===== src/hdl/tchm_pkg.sv =====
// Shared types, codes and constants of the tagger channel hit merger.
package tchm_pkg;

  // default array sizes
  localparam int CHANNELS_DEF = 128;
  localparam int HITS_DEF     = 16;

  // stream widths
  localparam int IN_TDATA_W  = 144;
  localparam int OUT_TDATA_W = 152;
  localparam int KIND_W      = 2;

  // configuration port
  localparam int CFG_ADDR_W = 2;
  localparam int CFG_DATA_W = 20;

  localparam logic [CFG_ADDR_W-1:0] REG_BUCKET_PERIOD = 2'd0;
  localparam logic [CFG_ADDR_W-1:0] REG_TWO_HIT_RES   = 2'd1;
  localparam logic [CFG_ADDR_W-1:0] REG_HIT_DEPOSIT   = 2'd2;
  localparam logic [CFG_ADDR_W-1:0] REG_MAX_HITS      = 2'd3;

  localparam logic [19:0] BUCKET_PERIOD_RST = 20'd4000;
  localparam logic [19:0] TWO_HIT_RES_RST   = 20'd25000;
  localparam logic [16:0] HIT_DEPOSIT_RST   = 17'd3500;
  localparam logic [4:0]  MAX_HITS_RST      = 5'd16;

  // item kinds
  localparam logic [KIND_W-1:0] KIND_PHOTON = 2'd0;
  localparam logic [KIND_W-1:0] KIND_LOAD   = 2'd1;
  localparam logic [KIND_W-1:0] KIND_READ   = 2'd2;
  localparam logic [KIND_W-1:0] KIND_CLEAR  = 2'd3;

  // result actions
  localparam logic [1:0] ACT_NONE   = 2'd0;
  localparam logic [1:0] ACT_INSERT = 2'd1;
  localparam logic [1:0] ACT_MERGE  = 2'd2;
  localparam logic [1:0] ACT_DROP   = 2'd3;

  // shared divider sizes: numerator covers CHANNELS * 24-bit span and 2t+p
  localparam int DIV_NW = 34;
  localparam int DIV_DW = 24;
  localparam int DIV_CW = 6;

  typedef struct packed {
    logic [9:0]  label;
    logic [23:0] high;
    logic [23:0] low;
  } tbl_ent_t;

  typedef struct packed {
    logic [15:0]        bg;
    logic [31:0]        dep;
    logic [23:0]        energy;
    logic signed [31:0] time_ps;
  } hit_rec_t;

  typedef struct packed {
    logic [1:0]         action;
    logic [6:0]         slot;
    logic [9:0]         label;
    logic [23:0]        center;
    logic [4:0]         hits;
    logic               rvalid;
    logic signed [31:0] rtime;
    logic [23:0]        renergy;
    logic [31:0]        rdep;
    logic [15:0]        rbg;
  } res_t;

  typedef struct packed {
    logic busy;
    logic done;
  } div_stat_t;

  // midpoint of a channel window
  function automatic logic [23:0] win_center(logic [23:0] lo, logic [23:0] hi);
    logic [24:0] s;
    s = {1'b0, lo} + {1'b0, hi};
    return s[24:1];
  endfunction

endpackage


===== src/hdl/tchm_div.sv =====
// Restoring unsigned divider, one quotient bit per cycle.
module tchm_div (
  input  logic                       clk,
  input  logic                       rst_n,
  input  logic                       start,
  input  logic [tchm_pkg::DIV_NW-1:0] num,
  input  logic [tchm_pkg::DIV_DW-1:0] den,
  output tchm_pkg::div_stat_t        stat,
  output logic [tchm_pkg::DIV_NW-1:0] quot
);
  import tchm_pkg::*;

  logic              busy_r, busy_nxt;
  logic              done_r, done_nxt;
  logic [DIV_CW-1:0] cnt_r, cnt_nxt;
  logic [DIV_DW-1:0] rem_r, rem_nxt;
  logic [DIV_NW-1:0] quo_r, quo_nxt;
  logic [DIV_DW-1:0] den_r, den_nxt;
  logic [DIV_DW:0]   rem_s;

  // shift one numerator bit into the remainder and try a subtract
  always_comb begin
    busy_nxt = busy_r;
    done_nxt = 1'b0;
    cnt_nxt  = cnt_r;
    rem_nxt  = rem_r;
    quo_nxt  = quo_r;
    den_nxt  = den_r;
    rem_s    = {rem_r, quo_r[DIV_NW-1]};
    if (start) begin
      busy_nxt = 1'b1;
      cnt_nxt  = DIV_CW'(DIV_NW);
      rem_nxt  = '0;
      quo_nxt  = num;
      den_nxt  = den;
    end else if (busy_r) begin
      if (rem_s >= {1'b0, den_r}) begin
        rem_nxt = DIV_DW'(rem_s - {1'b0, den_r});
        quo_nxt = {quo_r[DIV_NW-2:0], 1'b1};
      end else begin
        rem_nxt = rem_s[DIV_DW-1:0];
        quo_nxt = {quo_r[DIV_NW-2:0], 1'b0};
      end
      cnt_nxt = cnt_r - 1'b1;
      if (cnt_r == DIV_CW'(1)) begin
        busy_nxt = 1'b0;
        done_nxt = 1'b1;
      end
    end
  end

  always_ff @(posedge clk) begin
    if (!rst_n) begin
      busy_r <= 1'b0;
      done_r <= 1'b0;
      cnt_r  <= '0;
    end else begin
      busy_r <= busy_nxt;
      done_r <= done_nxt;
      cnt_r  <= cnt_nxt;
    end
    rem_r <= rem_nxt;
    quo_r <= quo_nxt;
    den_r <= den_nxt;
  end

  assign stat.busy = busy_r;
  assign stat.done = done_r;
  assign quot      = quo_r;

  // a start never lands on a running division
  assert property (@(posedge clk) disable iff (!rst_n) start |-> !busy_r)
    else $error("divider restarted while busy");
  // done follows the last step only
  assert property (@(posedge clk) disable iff (!rst_n) done_r |-> !busy_r && $past(busy_r))
    else $error("divider done without a running division");
  // a divisor of zero never reaches the unit
  assert property (@(posedge clk) disable iff (!rst_n) start |-> den != '0)
    else $error("divide by zero");

endmodule


===== config.mk =====
export PLATFORM = sky130hd
export DESIGN_NAME = tchm_div
export DESIGN_NICKNAME = d
export VERILOG_FILES = /design/src/hdl/tchm_pkg.sv /design/src/hdl/tchm_div.sv
export SDC_FILE = /design/constraint.sdc
export NUM_CORES = 1
export LEC_CHECK = 0
export ABC_AREA = 1
export BUFFER_PORTS_ARGS = -buffer_cell sky130_fd_sc_hd__buf_4
export CAP_MARGIN = 0
export CORE_MARGIN = 5
export CORE_UTILIZATION = 55
export DETAILED_ROUTE_END_ITERATION = 12
export PLACE_DENSITY_LB_ADDON = 0.12
export SLEW_MARGIN = 20
export SYNTH_ARGS = -nofsm -noshare
export SYNTH_HDL_FRONTEND = slang
export SYNTH_SLANG_ARGS = --single-unit

===== constraint.sdc =====
create_clock -name clk -period 5.6 [get_ports clk]
set_input_delay 0.56 -clock clk [delete_from_list [all_inputs] [get_ports clk]]
set_output_delay 0.56 -clock clk [all_outputs]
set_load 0.02 [all_outputs]

==> results.tsv, run 1 <==
metric	value	unit
grt_max_degree	63	
dieArea	12200	sq um
synth_top_area_share	31.4	%
clock_latency	360	ps
ys_warn_count	0	
end_kind	register	
maxSlewViolCount	0	
cts.clk_slew.worst_paths	100	ps
dp_worst_setup_slack	2710	ps
io_buffers	96	
worst_pin_slew	958	ps
worst-path-max-fanout	25	
reg2reg_to	rem_r[12]$_SDFFE_PP0P_	
whs	367	ps
maxCapViolCount	0	
rsz0062_at_grt	no	
first_iter_violations	326	
startpoint_type	register	
hold_viol	0	
vias	5058	
syn_inst	772	
core	9820	sq um
cts_root_buffer	clkbuf_8	
r2r_start	den_r[22]$_DFFE_PP_	
grt_overflow	0	
min-delay-start	den[17]	
antenna_found_initial	0	
cts_buffer_depth	2	
final_cells	998	
drc	0	
fin_crit_sh	50.5	%
synth.net_count	860	
yosysMostFrequentCell	nand2_1	
cp.arrival	3130	ps
htreeDepth	3	
boundaryPins	97	
ys_async_sr_fraction	0	%
start_util	56.5	%
wl	13800	um
die_h	110	um
max_slew_margin	35.8	%
status	finished clean	
wire_per_inst	13.8	um
hold_class	in2reg	
gp_congestion	0.953	
reg2reg_slack	2770	ps
min_to	den_r[17]$_DFFE_PP_	
first_pass_iters	5	
synth_commonest_cells	303 x nand2_1, 140 x inv_1, 58 x edfxtp_1, 55 x nand3_1, 37 x nor2_1	
post_cts_resized	0	
syn_area	5550	sq um
cts_buffers	9	
crit_required	5900	ps
place_hpwl	10200	um
placementRows	36	
p_leak	3.43	nW
track_usage	22.9	%
final_cell_area	6520	sq um
nets	948	
clock-sinks	90	
fmax	354	MHz
ys_top_cells_by_area	edfxtp_1 31%, nand2_1 21%, dfxtp_1 12%, inv_1 9.5%, ha_1 5.9%	
placed_area	6340	sq um
die_w	110	um
peakVddDrop	0.000129	V
holdPathStages	1	
ant_nets	0	
synth_top_area_cell	edfxtp_1	
fin_crit	2830	ps
finalWorstSetupSlack	2770	ps
cts_hold_buf	0	
syn_area_per_cell	7.18	sq um
ys_ff_latch	90	
fin_tns_setup	0	ps
synth_cell_types	34	
worst_clock_skew	12.7	ps
cts_tree	yes	
ys_seq_area_share	43.0	%
n_antenna_cell	0	
p_per_area	222	nW/um^2
grt_first_pass_wirelength	23400	um
dpl.cell_count	982	
crit_type	reg2reg	
rr_worst_depth	11	
synth_edf_count	58	
ys.flop_type	edfxtp_1	
viasPerCell	5.07	
post_cts_buffers	0	
grt_pass1_vias	5119	
setup_viol	0	
syn_to_final_growth	17.5	%
drive_gt1_share	14.5	%
## flip-flops by register name, indices dropped and copies added (netlist names)
register / cells
rem_r: 24
den_r: 24
cnt_r: 6
quot: 34
busy_r: 1
done_r: 1
## cell type report
type / count / area, sq um
clock buffers: 12 / 145
clock inverters: 4 / 26.3
fillers: 925 / 3300
inverters: 144 / 541
multi-input cells: 517 / 2520
flip-flops and latches: 90 / 2380
well taps: 133 / 166
repair buffers: 98 / 736
## cell families (layout without fill, tap and decap cells)
kind of cell             count (synthesis)  after routing  synth area share [%]
AND/OR/NAND/NOR                        444            444                  33.7
buffers and inverters                  165            258                  11.7
flip-flops                              90             90                  43.0
AO/OA/AOI/OAI                           35             35                  3.66
adder cells (fa/ha/maj)                 27             27                  6.23
XOR/XNOR                                11             11                  1.74
## cells in the final DEF (no fill, tap or decap), types with 4 or more instances in the layout
master	count
nor2_1	36
o21ai_1	7
nor3_1	6
dfxtp_1	32
nand3_1	55
o21ai_0	6
nand4_1	29
clkbuf_8	10
xnor2_1	9
buf_4	98
ha_1	26
a21oi_1	15
nand2_2	4
edfxtp_1	58
nand2_1	303
inv_1	140
## worst max path at each step
| stage | start | to | slack, ps | cells after the start |
|---|---|---|---|---|
| final | den_r[22]$_DFFE_PP_ | rem_r[12]$_SDFFE_PP0P_ | 2770 | 11 |
| after floorplan | start | quot[0]$_DFFE_PP_ | 3340 | 3 |
| after CTS | den_r[22]$_DFFE_PP_ | rem_r[12]$_SDFFE_PP0P_ | 2810 | 11 |
| after global placement | start | cnt_r[4]$_SDFFE_PP0P_ | 2750 | 4 |
| after detailed placement | start | cnt_r[4]$_SDFFE_PP0P_ | 2710 | 4 |
| after global routing | den_r[12]$_DFFE_PP_ | rem_r[10]$_SDFFE_PP0P_ | 2600 | 13 |
## critical path, cell delays in order, from the launching register on
cell and delay [ps]:
edfxtp_1 330, inv_1 40, ha_1 330, a21oi_1 240
nor2_1 60, nor2_1 130, nand2_1 100, a21oi_4 610
nand3_4 480, nand3_1 230, nand3_1 90, nand2_1 100
## stage by stage
stage          util (%)  power [mW]
2_1_floorplan         -       0.941
3_3_place_gp       64.6        1.05
3_5_place_dp       64.6        1.05
4_1_cts            66.3        1.46
5_1_grt            66.4        1.52
6_report           66.4        1.45
## metal layers
layer / GRT usage, % / vias up / part of all wire (%)
li1: - / 2594 / -
met1: 30.3 / 2274 / 46
met2: 37.5 / 170 / 45
met3: 5.42 / 20 / 7.7
met4: 6.49 / 0 / 1.3
met5: 0 / - / 0
## power by group
part,switching (mW),internal (mW)
registers,0.0237,0.759
clock network,0.235,0.174
logic,0.152,0.104
total,0.411,1.04
Power figures use the tool's default switching activity.
==> run 2, diff against run 1 <==
--- a/config.mk
+++ b/config.mk
@@ -9,7 +9,7 @@
 export BUFFER_PORTS_ARGS = -buffer_cell sky130_fd_sc_hd__buf_4
 export CAP_MARGIN = 0
 export CORE_MARGIN = 5
-export CORE_UTILIZATION = 55
+export CORE_UTILIZATION = 51
 export DETAILED_ROUTE_END_ITERATION = 12
 export PLACE_DENSITY_LB_ADDON = 0.12
 export SLEW_MARGIN = 20
==> constraint.sdc (replaced) <==
create_clock -name clk -period 2.34 [get_ports clk]
set_input_delay 0.234 -clock clk [delete_from_list [all_inputs] [get_ports clk]]
set_output_delay 0.234 -clock clk [all_outputs]
set_load 0.02 [all_outputs]
==> run 2 against run 1 <==
Net effect:
- count of clock-buffer cells in the layout down 3
- power rose to 2.6 times the previous value
- flip-flop and latch count unchanged
- routed wire length up 3.4%
- final cell count up 2.0%
- highest routed layer unchanged
- critical path depth up 2
- die area up 7.1%
- critical endpoint unchanged
- first-iteration DRC count up 21%
- non-clock buffer count up 12
==> results.tsv, run 2 (synthesis results as in run 1) <==
metric	value	unit
cts_buffer_depth	2	
final_cell_mix	303 x nand2_1, 140 x inv_1, 105 x buf_4	
setup_viol	0	
peakVddDrop	0.000444	V
gp_congestion	1.05	
fin_tns_setup	0	ps
ant_nets	0	
internal_power	2.68	mW
crit_required	2610	ps
dp_worst_setup_slack	102	ps
grt_max_degree	50	
antenna_found_initial	0	
n_antenna_cell	0	
final_cells	1018	
dieArea	13100	sq um
hold_viol	0	
first_iter_violations	396	
wl	14300	um
num-fill-cells	999	
vias	5114	
hold_class	in2reg	
whs	27.7	ps
cts_buffers	9	
slowest_stage	edfxtp_1	
largest_reg_flops	34	
start_util	51.6	%
drc	0	
worst_clock_skew	6.25	ps
worst-path-max-fanout	24	
syn_to_final_growth	21.0	%
io_buffers	96	
p_sw_share	27.7	%
first_pass_iters	5	
startpoint	den_r[16]$_DFFE_PP_	
p_per_area	553	nW/um^2
worst_pin_slew	581	ps
core	10700	sq um
path_delay_family	simple AND/OR/NAND/NOR gates	
fin_crit_sh	93.3	%
p_leak	3.52	nW
grt_pass1_vias	4916	
crit_type	reg2reg	
cts_tree	yes	
drive_gt1_share	15.7	%
clock-sinks	90	
viasPerCell	5.02	
startpoint_type	register	
wire_per_inst	14.0	um
die_h	114	um
nets	961	
path_cells	inv_1 > ha_1 > nand2_1 > inv_1 > nand2_1 > nand2_1 > clkinv_1 > nand2_1 > a21oi_4 > buf_8 > nand4_1 > nand3_1 > nand2_1	
total_power	3.71	mW
rsz0062_at_grt	no	
status	finished clean	
maxSlewViolCount	0	
dpl.cell_count	997	
cp_num_buf_inv	4	
placementRows	38	
die_w	114	um
power_switching	1.03	mW
place_hpwl	10400	um
track_usage	22.4	%
placed_area	6410	sq um
grt_overflow	0	
boundaryPins	97	
finalWorstSetupSlack	156	ps
cts.clk_slew.worst_paths	90	ps
cts_root_buffer	clkbuf_8	
cp.arrival	2460	ps
maxCapViolCount	0	
htreeDepth	3	
combPwrFrac	16.8	%
fin_crit	2180	ps
grt_first_pass_wirelength	23100	um
final_util	62.4	%
p_clk_share	32.8	%
max_slew_margin	61.2	%
post_cts_buffers	0	
path_common_cell	nand2_1	
r2r_start	den_r[16]$_DFFE_PP_	
end_kind	register	
pwr-share-seq	50.4	%
min-delay-start	den[1]	
final_cell_area	6710	sq um
slowest_delay	370	ps
final_common_cell	nand2_1	
clock_latency	370	ps
fmax	458	MHz
## run 2: cell count changes in the layout (fill, tap and decap cells not counted), moves of 2 or more
cell / previous run / this run
clkbuf_1: 2 / 0
bufinv_16: 0 / 2
buf_4: 98 / 105
dlygate4sd3_1: 0 / 4
## run 2: what timing repair did
action / in CTS / in global routing
setup endpoints to repair: 0 / 23
hold endpoints to repair: 0 / 4
gates resized for setup: 0 / 6
hold buffers: 0 / 4
## run 2: worst paths after layout
kind                                                to  slack (ps)  cells past startpoint
worst max-delay path            rem_r[12]$_SDFFE_PP0P_         160                     13
worst min-delay path                den_r[1]$_DFFE_PP_          30                      1
worst max register to register  rem_r[12]$_SDFFE_PP0P_         160                     13
worst min register to register  rem_r[21]$_SDFFE_PP0P_         480                      2
## run 2: power by group through the flow
stage / clock network (mW) / registers, mW / logic (mW)
finish: 1.21 / 1.87 / 0.625
detailed placement: 0 / 1.90 / 0.621
global route: 1.32 / 1.88 / 0.692
CTS: 1.26 / 1.87 / 0.620
floorplan: 0 / 1.97 / 0.278
global placement: 0 / 1.90 / 0.609
## run 2: final cells by class
class / count / area [sq um] / share of cell area, %
clock inverters: 7 / 100 / 1.49
inverters: 144 / 541 / 8.06
clock buffers: 9 / 124 / 1.85
multi-input cells: 518 / 2540 / 37.9
flip-flops and latches: 90 / 2380 / 35.5
repair buffers: 110 / 843 / 12.6
well taps: 140 / 175 / 2.61
## run 2: per-layer routing
| metal | routed length (um) | global-route usage (%) | vias up |
|---|---|---|---|
| met2 | 6460 | 35.4 | 194 |
| met5 | 0 | 0 | - |
| li1 | - | - | 2620 |
| met1 | 6230 | 29.1 | 2266 |
| met3 | 1230 | 6.29 | 34 |
| met4 | 358 | 8.87 | 0 |
